==> config.mk <==
export PLATFORM = sky130hd
export DESIGN_NAME = ultrasonic_echo_ranger_unit
export DESIGN_NICKNAME = d
export VERILOG_FILES = /design/src/hw/rtl/uer_pkg.sv /design/src/hw/rtl/ultrasonic_echo_ranger_unit.sv
export SDC_FILE = /design/constraint.sdc
export NUM_CORES = 1
export LEC_CHECK = 0
export ABC_AREA = 1
export BUFFER_PORTS_ARGS = -buffer_cell sky130_fd_sc_hd__buf_2
export CAP_MARGIN = 20
export CORE_MARGIN = 1
export CORE_UTILIZATION = 35
export DETAILED_ROUTE_END_ITERATION = 10
export GPL_TIMING_DRIVEN = 1
export PLACE_DENSITY_LB_ADDON = 0.1
export SYNTH_ARGS = -nofsm -noshare
export SYNTH_HDL_FRONTEND = slang
export SYNTH_SLANG_ARGS = --single-unit
==> constraint.sdc <==
create_clock -name clk -period 7.2 [get_ports clk]
set_clock_uncertainty 0.1 [all_clocks]
set_input_delay 1.44 -clock clk [delete_from_list [all_inputs] [get_ports clk]]
set_output_delay 1.44 -clock clk [all_outputs]
set_load 0.01 [all_outputs]
==> src/hw/rtl/uer_pkg.sv <==
// Package for the ultrasonic echo ranger: phase encoding, register indexes,
// and the fixed field widths and scale constants.
// No dependencies.
package uer_pkg;

    localparam int CntW   = 16;
    localparam int DistW  = 21;
    localparam int BoundW = 20;
    localparam int AddrW  = 3;
    localparam int DataW  = 32;

    localparam logic [4:0]        MCM_PER_TICK = 5'd17;
    localparam logic [BoundW-1:0] MCM_PER_CM   = 20'd1000;

    typedef enum logic [4:0] {
        PH_IDLE      = 5'b00001,
        PH_TRIG_LOW  = 5'b00010,
        PH_TRIG_HIGH = 5'b00100,
        PH_WAIT_ECHO = 5'b01000,
        PH_MEASURE   = 5'b10000
    } phase_t;

    typedef enum logic [AddrW-1:0] {
        REG_MIN_DIST     = 3'd0,
        REG_MAX_DIST     = 3'd1,
        REG_WINDOW       = 3'd2,
        REG_ECHO_TIMEOUT = 3'd3,
        REG_TRIG_HIGH    = 3'd4,
        REG_TRIG_LOW     = 3'd5
    } reg_index_t;

    typedef struct packed {
        logic             trigger_level;
        logic             measure_done;
        logic [DistW-1:0] distance_mcm;
        logic             in_range;
        logic             timed_out;
        logic             window_done;
        logic             config_error;
    } result_t;

endpackage

==> src/hw/rtl/ultrasonic_echo_ranger_unit.sv <==
// Ultrasonic echo ranger top level: trigger sequencing, echo timing, range check.
// Depends on uer_pkg.
//
// channel   direction  handshake              payload
// in        input      in_valid / in_ready    start_req, echo_level
// out       output     out_valid / out_ready  trigger_level .. config_error
// cfg       input      cfg_wr_en              cfg_addr, cfg_wdata
//
// One item per cycle: each item's state update and result are formed combinationally
// into the result register. in_ready is high whenever the result register is empty
// or being taken, so a stalled output holds off input by one stage only.
// Reset clears the phase, counters and result valid, and loads register defaults.
module ultrasonic_echo_ranger_unit (
    input  logic                     clk,
    input  logic                     rst_n,
    input  logic                     in_valid,
    output logic                     in_ready,
    input  logic                     start_req,
    input  logic                     echo_level,
    output logic                     out_valid,
    input  logic                     out_ready,
    output logic                     trigger_level,
    output logic                     measure_done,
    output logic [20:0]              distance_mcm,
    output logic                     in_range,
    output logic                     timed_out,
    output logic                     window_done,
    output logic                     config_error,
    input  logic                     cfg_wr_en,
    input  logic [uer_pkg::AddrW-1:0] cfg_addr,
    input  logic [uer_pkg::DataW-1:0] cfg_wdata
);
    import uer_pkg::*;

    logic [9:0]        min_cm_reg, max_cm_reg;
    logic [BoundW-1:0] min_mcm_reg, max_mcm_reg;
    logic [31:0]       window_reg;
    logic [CntW-1:0]   timeout_reg;
    logic [7:0]        trig_high_reg, trig_low_reg;

    phase_t            phase_reg, phase_next, phase_eff;
    logic [CntW-1:0]   count_reg, count_next, count_inc, count_base;
    logic [31:0]       win_reg, win_next, win_eff;
    logic              out_valid_reg;
    result_t           res_reg, res_next;
    logic              accept;
    logic [CntW-1:0]   low_lim, high_lim, tmo_lim;
    logic [DistW-1:0]  dist_calc;

    assign in_ready = !out_valid_reg || out_ready;
    assign accept   = in_valid && in_ready;

    assign low_lim  = (trig_low_reg == 8'd0) ? CntW'(1) : CntW'(trig_low_reg);
    assign high_lim = (trig_high_reg == 8'd0) ? CntW'(1) : CntW'(trig_high_reg);
    assign tmo_lim  = (timeout_reg == '0) ? CntW'(1) : timeout_reg;

    always_ff @(posedge clk or negedge rst_n)
    begin
        if (!rst_n)
        begin
            min_cm_reg    <= 10'd0;
            max_cm_reg    <= 10'd500;
            min_mcm_reg   <= '0;
            max_mcm_reg   <= 20'd500000;
            window_reg    <= 32'd100000000;
            timeout_reg   <= 16'd38000;
            trig_high_reg <= 8'd10;
            trig_low_reg  <= 8'd5;
        end
        else if (cfg_wr_en)
        begin
            unique case (cfg_addr)
                REG_MIN_DIST:
                begin
                    min_cm_reg  <= cfg_wdata[9:0];
                    min_mcm_reg <= BoundW'(cfg_wdata[9:0]) * MCM_PER_CM;
                end
                REG_MAX_DIST:
                begin
                    max_cm_reg  <= cfg_wdata[9:0];
                    max_mcm_reg <= BoundW'(cfg_wdata[9:0]) * MCM_PER_CM;
                end
                REG_WINDOW:       window_reg    <= cfg_wdata;
                REG_ECHO_TIMEOUT: timeout_reg   <= cfg_wdata[CntW-1:0];
                REG_TRIG_HIGH:    trig_high_reg <= cfg_wdata[7:0];
                REG_TRIG_LOW:     trig_low_reg  <= cfg_wdata[7:0];
                default:          ;
            endcase
        end
    end

    always_comb
    begin
        res_next   = '0;
        phase_eff  = phase_reg;
        count_base = count_reg;
        win_eff    = win_reg;

        if (phase_reg == PH_IDLE && start_req)
        begin
            if (min_cm_reg > max_cm_reg)
                res_next.config_error = 1'b1;
            else
            begin
                phase_eff  = PH_TRIG_LOW;
                count_base = '0;
                win_eff    = '0;
            end
        end

        if (phase_eff != PH_IDLE && win_eff != '1)
            win_next = win_eff + 32'd1;
        else
            win_next = win_eff;

        if (phase_eff == PH_WAIT_ECHO)
            count_base = '0;
        count_inc  = count_base + CntW'(1);
        dist_calc  = {count_base, 4'b0000} + DistW'(count_base);
        phase_next = phase_eff;
        count_next = count_base;

        unique case (phase_eff)
            PH_IDLE: ;
            PH_TRIG_LOW:
            begin
                count_next = count_inc;
                if (count_inc >= low_lim)
                begin
                    phase_next = PH_TRIG_HIGH;
                    count_next = '0;
                end
            end
            PH_TRIG_HIGH:
            begin
                res_next.trigger_level = 1'b1;
                count_next = count_inc;
                if (count_inc >= high_lim)
                begin
                    phase_next = PH_WAIT_ECHO;
                    count_next = '0;
                end
            end
            PH_WAIT_ECHO, PH_MEASURE:
            begin
                if (echo_level)
                begin
                    phase_next = PH_MEASURE;
                    count_next = count_inc;
                    if (count_inc >= tmo_lim)
                    begin
                        res_next.measure_done = 1'b1;
                        res_next.timed_out    = 1'b1;
                    end
                end
                else if (phase_eff == PH_MEASURE)
                begin
                    res_next.measure_done = 1'b1;
                    res_next.distance_mcm = dist_calc;
                end
                if (res_next.measure_done)
                begin
                    res_next.in_range = (DistW'(min_mcm_reg) < res_next.distance_mcm)
                                     && (res_next.distance_mcm < DistW'(max_mcm_reg));
                    count_next = '0;
                    if (win_next > window_reg)
                    begin
                        res_next.window_done = 1'b1;
                        phase_next = PH_IDLE;
                    end
                    else
                        phase_next = PH_TRIG_LOW;
                end
            end
            default:
            begin
                phase_next = PH_IDLE;
                count_next = '0;
            end
        endcase
    end

    always_ff @(posedge clk or negedge rst_n)
    begin
        if (!rst_n)
        begin
            phase_reg     <= PH_IDLE;
            count_reg     <= '0;
            win_reg       <= '0;
            out_valid_reg <= 1'b0;
        end
        else
        begin
            if (accept)
            begin
                phase_reg     <= phase_next;
                count_reg     <= count_next;
                win_reg       <= win_next;
                out_valid_reg <= 1'b1;
            end
            else if (out_ready)
                out_valid_reg <= 1'b0;
        end
    end

    always_ff @(posedge clk)
    begin
        if (accept)
            res_reg <= res_next;
    end

    assign out_valid     = out_valid_reg;
    assign trigger_level = res_reg.trigger_level;
    assign measure_done  = res_reg.measure_done;
    assign distance_mcm  = res_reg.distance_mcm;
    assign in_range      = res_reg.in_range;
    assign timed_out     = res_reg.timed_out;
    assign window_done   = res_reg.window_done;
    assign config_error  = res_reg.config_error;

    a_idle_fields: assert property (@(posedge clk) disable iff (!rst_n)
        out_valid && !measure_done |-> distance_mcm == '0 && !in_range && !timed_out
                                       && !window_done)
        else $error("result fields set without a finished measurement");

    a_timeout_zero: assert property (@(posedge clk) disable iff (!rst_n)
        out_valid && timed_out |-> distance_mcm == '0 && !in_range)
        else $error("timed out measurement carries a distance");

    a_cfg_err_alone: assert property (@(posedge clk) disable iff (!rst_n)
        out_valid && config_error |-> !measure_done && !trigger_level)
        else $error("refused start overlaps measurement activity");

    a_win_idle: assert property (@(posedge clk) disable iff (!rst_n)
        accept && res_next.window_done |=> phase_reg == PH_IDLE)
        else $error("window ended but sequencer still running");

endmodule

**Word-level counts from Yosys, hierarchy flattened**

Cells that the tools add are included.

- Bits of input ports: 42
- Output and inout bits: 29
- Bits in registers: 199

- Add/sub/neg operators: 3
- Multiplexer cells: 33
- Multipliers: 1
- Magnitude comparators: 7
- Equality and inequality tests: 13
- Reductions and logical operators: 20

Operators by type and width:

| cell | count |
|---|---|
| 2-to-1 mux 16 bit | 8 |
| 2-to-1 mux 32 bit | 3 |
| one-hot mux 16 bit (4 select lines) | 1 |
| 2-to-1 mux 21 bit | 2 |
| adder 32 x 1 -> 32 bit, second input constant | 1 |
| greater-or-equal comparator 16 x 8 -> 1 bit | 2 |
| > comparator 32 bit | 1 |
| inequality test 32 bit, second input constant | 1 |
| 2-to-1 mux 5 bit | 6 |
| 2-to-1 mux 22 bit | 1 |
| adder 20 x 16 -> 21 bit | 1 |
| less-than comparator 20 x 21 -> 1 bit | 1 |
| less-than comparator 21 x 20 -> 1 bit | 1 |
| one-hot mux 5 bit (4 select lines) | 1 |
| multiplier 10 x 7 -> 17 bit, second input constant | 1 |
| adder 16 x 1 -> 16 bit, second input constant | 1 |
| greater-or-equal comparator 16 bit | 1 |
| zero test 16 bit | 1 |
| zero test 8 bit | 2 |
| 2-to-1 mux 8 bit | 2 |
| AND reduction 2 bit | 8 |
| == test 5 x 1 -> 1 bit, second input constant | 2 |
| > comparator 10 bit | 1 |
| 2-to-1 mux 1 bit | 8 |
| other kinds (15) | 20 |

**Logic depth before layout (Yosys ltp)**

- Depth after elaboration: 12
- Depth in mapped cells: 41
- Mapped depth without buffers: 37

**Worst setup path before layout**

Ideal clock, no wire load.

- Kind: input to register
- Start: in cfg_wdata[0] (netlist bit)
- End: reg min_mcm_reg[18]
- Data required time: 6964 ps
- Slack: 1768 ps
- Stages on the path: 18
- Arrival: 5196 ps
- Cell sequence: fa_1 inv_1 fa_1 fa_1 inv_1 fa_1 ha_1 nand3_1 nand3_1 a21o_1 a21oi_1 o21ai_0 a21oi_1 o21bai_1 a21oi_1 o21ai_0 xnor2_1 o21ai_0

- Longest elaborated chain between the ends: 1

RTL lines:

| element | line | text |
|---|---|---|
| start, declared | ultrasonic_echo_ranger_unit.sv:31 | `input logic [uer_pkg::DataW-1:0] cfg_wdata` |
| multiplier 10 x 7 -> 17 bit | ultrasonic_echo_ranger_unit.sv:76 | `min_mcm_reg <= BoundW'(cfg_wdata[9:0]) * MCM_PER_CM;` |
| end signal, assigned | ultrasonic_echo_ranger_unit.sv:76 |  |
| end, declared | ultrasonic_echo_ranger_unit.sv:36 | `logic [BoundW-1:0] min_mcm_reg, max_mcm_reg;` |

Every way passes these cells.
A chain may end at the register's enable or synchronous reset.

**Worst setup path after layout**

- Start: reg max_cm_reg[5]
- End: reg phase_reg[1]

- Elaborated cells on any way between the ends: 34
- Those cells by class: add/sub (2); order compare (5); eq/ne (7); mux (18); reduce/logical (2)

RTL lines:

| element | line | text |
|---|---|---|
| start, declared | ultrasonic_echo_ranger_unit.sv:35 | `logic [9:0] min_cm_reg, max_cm_reg;` |
| start signal, assigned | ultrasonic_echo_ranger_unit.sv:80 | `max_cm_reg <= cfg_wdata[9:0];` |
| > comparator 10 bit (*) | ultrasonic_echo_ranger_unit.sv:101 | `if (min_cm_reg > max_cm_reg)` |
| parallel branches: the longest is 4 deep, another holds adder 32 x 1 -> 32 bit | n/a |  |
| 2-to-1 mux 32 bit (*) | ultrasonic_echo_ranger_unit.sv:111 | `if (phase_eff != PH_IDLE && win_eff != '1)` |
| via win_next[14] | ultrasonic_echo_ranger_unit.sv:43 | `logic [31:0] win_reg, win_next, win_eff;` |
| > comparator 32 bit (*) | ultrasonic_echo_ranger_unit.sv:166 | `if (win_next > window_reg)` |
| 2-to-1 mux 2 bit (*) | ultrasonic_echo_ranger_unit.sv:166 |  |
| 2-to-1 mux 5 bit (*) | ultrasonic_echo_ranger_unit.sv:161 | `if (res_next.measure_done)` |
| one-hot mux 5 bit (4 select lines) (*) | ultrasonic_echo_ranger_unit.sv:123 | `unique case (phase_eff)` |
| end signal, assigned | ultrasonic_echo_ranger_unit.sv:196 | `phase_reg <= phase_next;` |
| end, declared | ultrasonic_echo_ranger_unit.sv:41 | `phase_t phase_reg, phase_next, phase_eff;` |

Mark *: on every way through the listed nets, which the timed path passes. The select of a mux whose other input is x is not followed.

==> out/qor.yml <==
vias_per_cell: 4.872
relSlewSlack_pct: 38.89
fillers: 4417
worst-path-max-fanout: 29
drt_first_pass_iters: 5
cp_num_buf_inv: 6
cts_made_buffers: 17
htreeDepth: 4
wire_per_inst_um: 16.26
die_y_um: 208.1
max_cap_viol_count: 0
coreArea_mm2: 0.04195
grt_use_total_pct: 19.78
syn_nets: 2154
r2r-end: "phase_reg[1]"
layout-drive-gt1-share_pct: 11.07
ir_drop_uv: 158.1
status: "complete, no violations"
min_to: "window_reg[2]"
yosys_warnings: 0
drt_iter0_drc: 835
critPathSlowestCell: "dfstp_2"
ioPinCount: 71
hp-start: "window_reg[2]"
timing.final.hold_violations: 0
fin_setup_tns_ns: 0
cts-root-buf: "clkbuf_16"
criticalPathCategory: "flip-flop to flip-flop"
cpLargestDelayFamily: "simple AND/OR/NAND/NOR gates"
critPathMaxStageDelay_ns: 0.53
clock-sinks: 195
p_leak_nw: 8.406
ant_nets: 0
start_kind: "flip-flop"
fin_crit_sh_pct: 82.36
clk_latency_ns: 0.47
place_inst: 2494
power.density_mw_per_mm2: 294.2
syn2layout_area_growth_pct: 9.771
grt_max_degree: 70
drv_slew: 0
num_vias: 12310
drc: 0
worst_pin_slew_ns: 0.9136
rsz0062_at_grt: "no"
avgSynthCellArea_um2: 7.743
r2r_cells: 34
cts_hold_buffers: 0
place_hpwl_um: 32090
synth_edf_count: 27
nets: 2209
cp.depth: 34
antenna_found_initial: 0
die_w_um: 208.1
ff2ff_setup_slack_ns: 1.27
drt-total-wl_um: 41080
seq_area_frac_synth_pct: 34.03
cts_tree: "yes"
cp-end-kind: "flip-flop"
hold_depth: 2
io_buffers: 70
synth_area_mm2: 0.01487
yosysUniqueCellTypes: 62
stdcell_count: 2527
hold_path_class: "flip-flop to flip-flop"
fmax_mhz: 168.6
gp_congestion: 0.9197
num_rows: 75
cp_common_cell: "nand2_1"
grt-ovfl-total: 0
setup_viol: 0
worstPathArrival_ns: 6.15
synth_ff_type: "dfrtp_1"
cts_setup_buffers: 0
clk_pin_slew_worst_paths_ns: 0.08
dieArea_mm2: 0.04331
synth-seq-cells: 195
start_util_pct: 35.44
syn_inst: 1920
fin_crit_ns: 5.930
ctsResizeCount: 0
r2r_start: "max_cm_reg[5]"
synth-async-reset-ratio_pct: 86.15
grt_pass1_wl_um: 66820
cp.required_ns: 7.42
num_antenna_cells: 0
cts.path.max_buffers: 2
grt_pass1_vias: 11950
-- worst max path at each step --
stage / startpoint / slack, ns / end
floorplan: cfg_wdata[0] / 1.77 / min_mcm_reg[18]
global placement: start_req / 0.98 / phase_reg[1]
detailed placement: start_req / 0.92 / phase_reg[1]
CTS: max_cm_reg[5] / 1.22 / phase_reg[1]
global route: max_cm_reg[5] / 0.53 / phase_reg[1]
finish: max_cm_reg[5] / 1.27 / phase_reg[1]
-- layout by cell type, fill, tap and decap left out, types with 6 or more instances in the layout --
master       n
a21boi_1     7
a21oi_1     74
buf_2       69
buf_4       19
clkbuf_16   17
dfrtp_1    132
dfstp_2     36
edfxtp_1    27
fa_1        31
ha_1       161
inv_1      297
inv_2        6
mux2i_1      6
nand2_1    509
nand2_2     10
nand3_1     60
nand3_2      9
nand4_1     20
nor2_1     140
nor2_4       6
nor3_1      29
nor3_2       8
nor4_1      10
o21a_1       6
o21ai_0    152
o21ai_1     11
o21bai_1     7
xnor2_1     11
xor2_1      39
-- area by class of cell --
cell class | count | area, um2 | share of cell area [%]
multi-input combinational | 1367 | 8383 | 51.37
clock inverter | 12 | 100.1 | 0.6134
timing repair buffer | 90 | 514.2 | 3.151
clock buffer | 20 | 446.7 | 2.737
sequential | 195 | 5060 | 31.01
tap | 539 | 674.4 | 4.132
inverter | 304 | 1141 | 6.992
-- cell families (layout without fill, tap and decap cells) --
group	after synthesis	count (layout)	synth area share (%)
xor+xnor	51	51	3.055
fa+ha+maj	192	192	17.72
buf+inv	358	426	9.628
compound gates	295	295	11.04
mux	6	6	0.4040
flops	195	195	34.03
simple gates	823	823	24.11
-- report_power, final --
part / internal, mW / total (mW) / switching (mW)
Combinational: 0.856 / 2.32 / 1.46
Sequential: 1.39 / 1.56 / 0.166
Clock: 0.459 / 0.926 / 0.467
-- cell usage after synthesis, drive strengths merged, types with 11 or more instances --
master / instances / share of area, %
dfrtp: 132 / 22
nand4: 24 / 1.2
nor3: 38 / 1.6
o21ai: 165 / 5.6
dfstp: 36 / 6.4
clkbuf: 37 / 0.93
nand3: 71 / 2.8
a21oi: 77 / 2.7
nor4: 12 / 0.59
xnor2: 11 / 0.65
buf: 17 / 1.0
inv: 303 / 7.7
fa: 31 / 4.2
ha: 161 / 14
nor2: 151 / 4.2
a21boi: 11 / 0.58
xor2: 40 / 2.4
nand2: 520 / 13
edfxtp: 27 / 5.5
-- tightest hold or removal path, cell delays in order, from the launching register on --
cell,delay (ns)
dfrtp_1,0.34
nand2_1,0.05
o21ai_0,0.06
-- routing by layer --
layer | global-route usage (%) | share of wire (%) | up-vias
met1 | 29.24 | 51 | 5734
met5 | 0 | 0 | -
met2 | 29.70 | 43 | 240
li1 | - | - | 6288
met4 | 6.181 | 2.1 | 0
met3 | 2.672 | 4.2 | 49
-- per-stage QoR --
step / utilization, % / hold WS, ns / instance area (um2) / power [mW] / worst slack, ns
finish: 38.91 / 0.3859 / 16320 / 4.801 / 1.270
global route: 38.91 / 0.4073 / 16320 / 5.312 / 0.5308
CTS: 38.87 / 0.3902 / 16300 / 4.877 / 1.222
detailed placement: 37.57 / 0.3668 / 15760 / 3.911 / 0.9224
global placement: 37.57 / 0.3643 / 15760 / 3.893 / 0.9820
floorplan: - / 0.3490 / 14870 / 3.324 / 1.768
(Power assumes the default switching activity.)
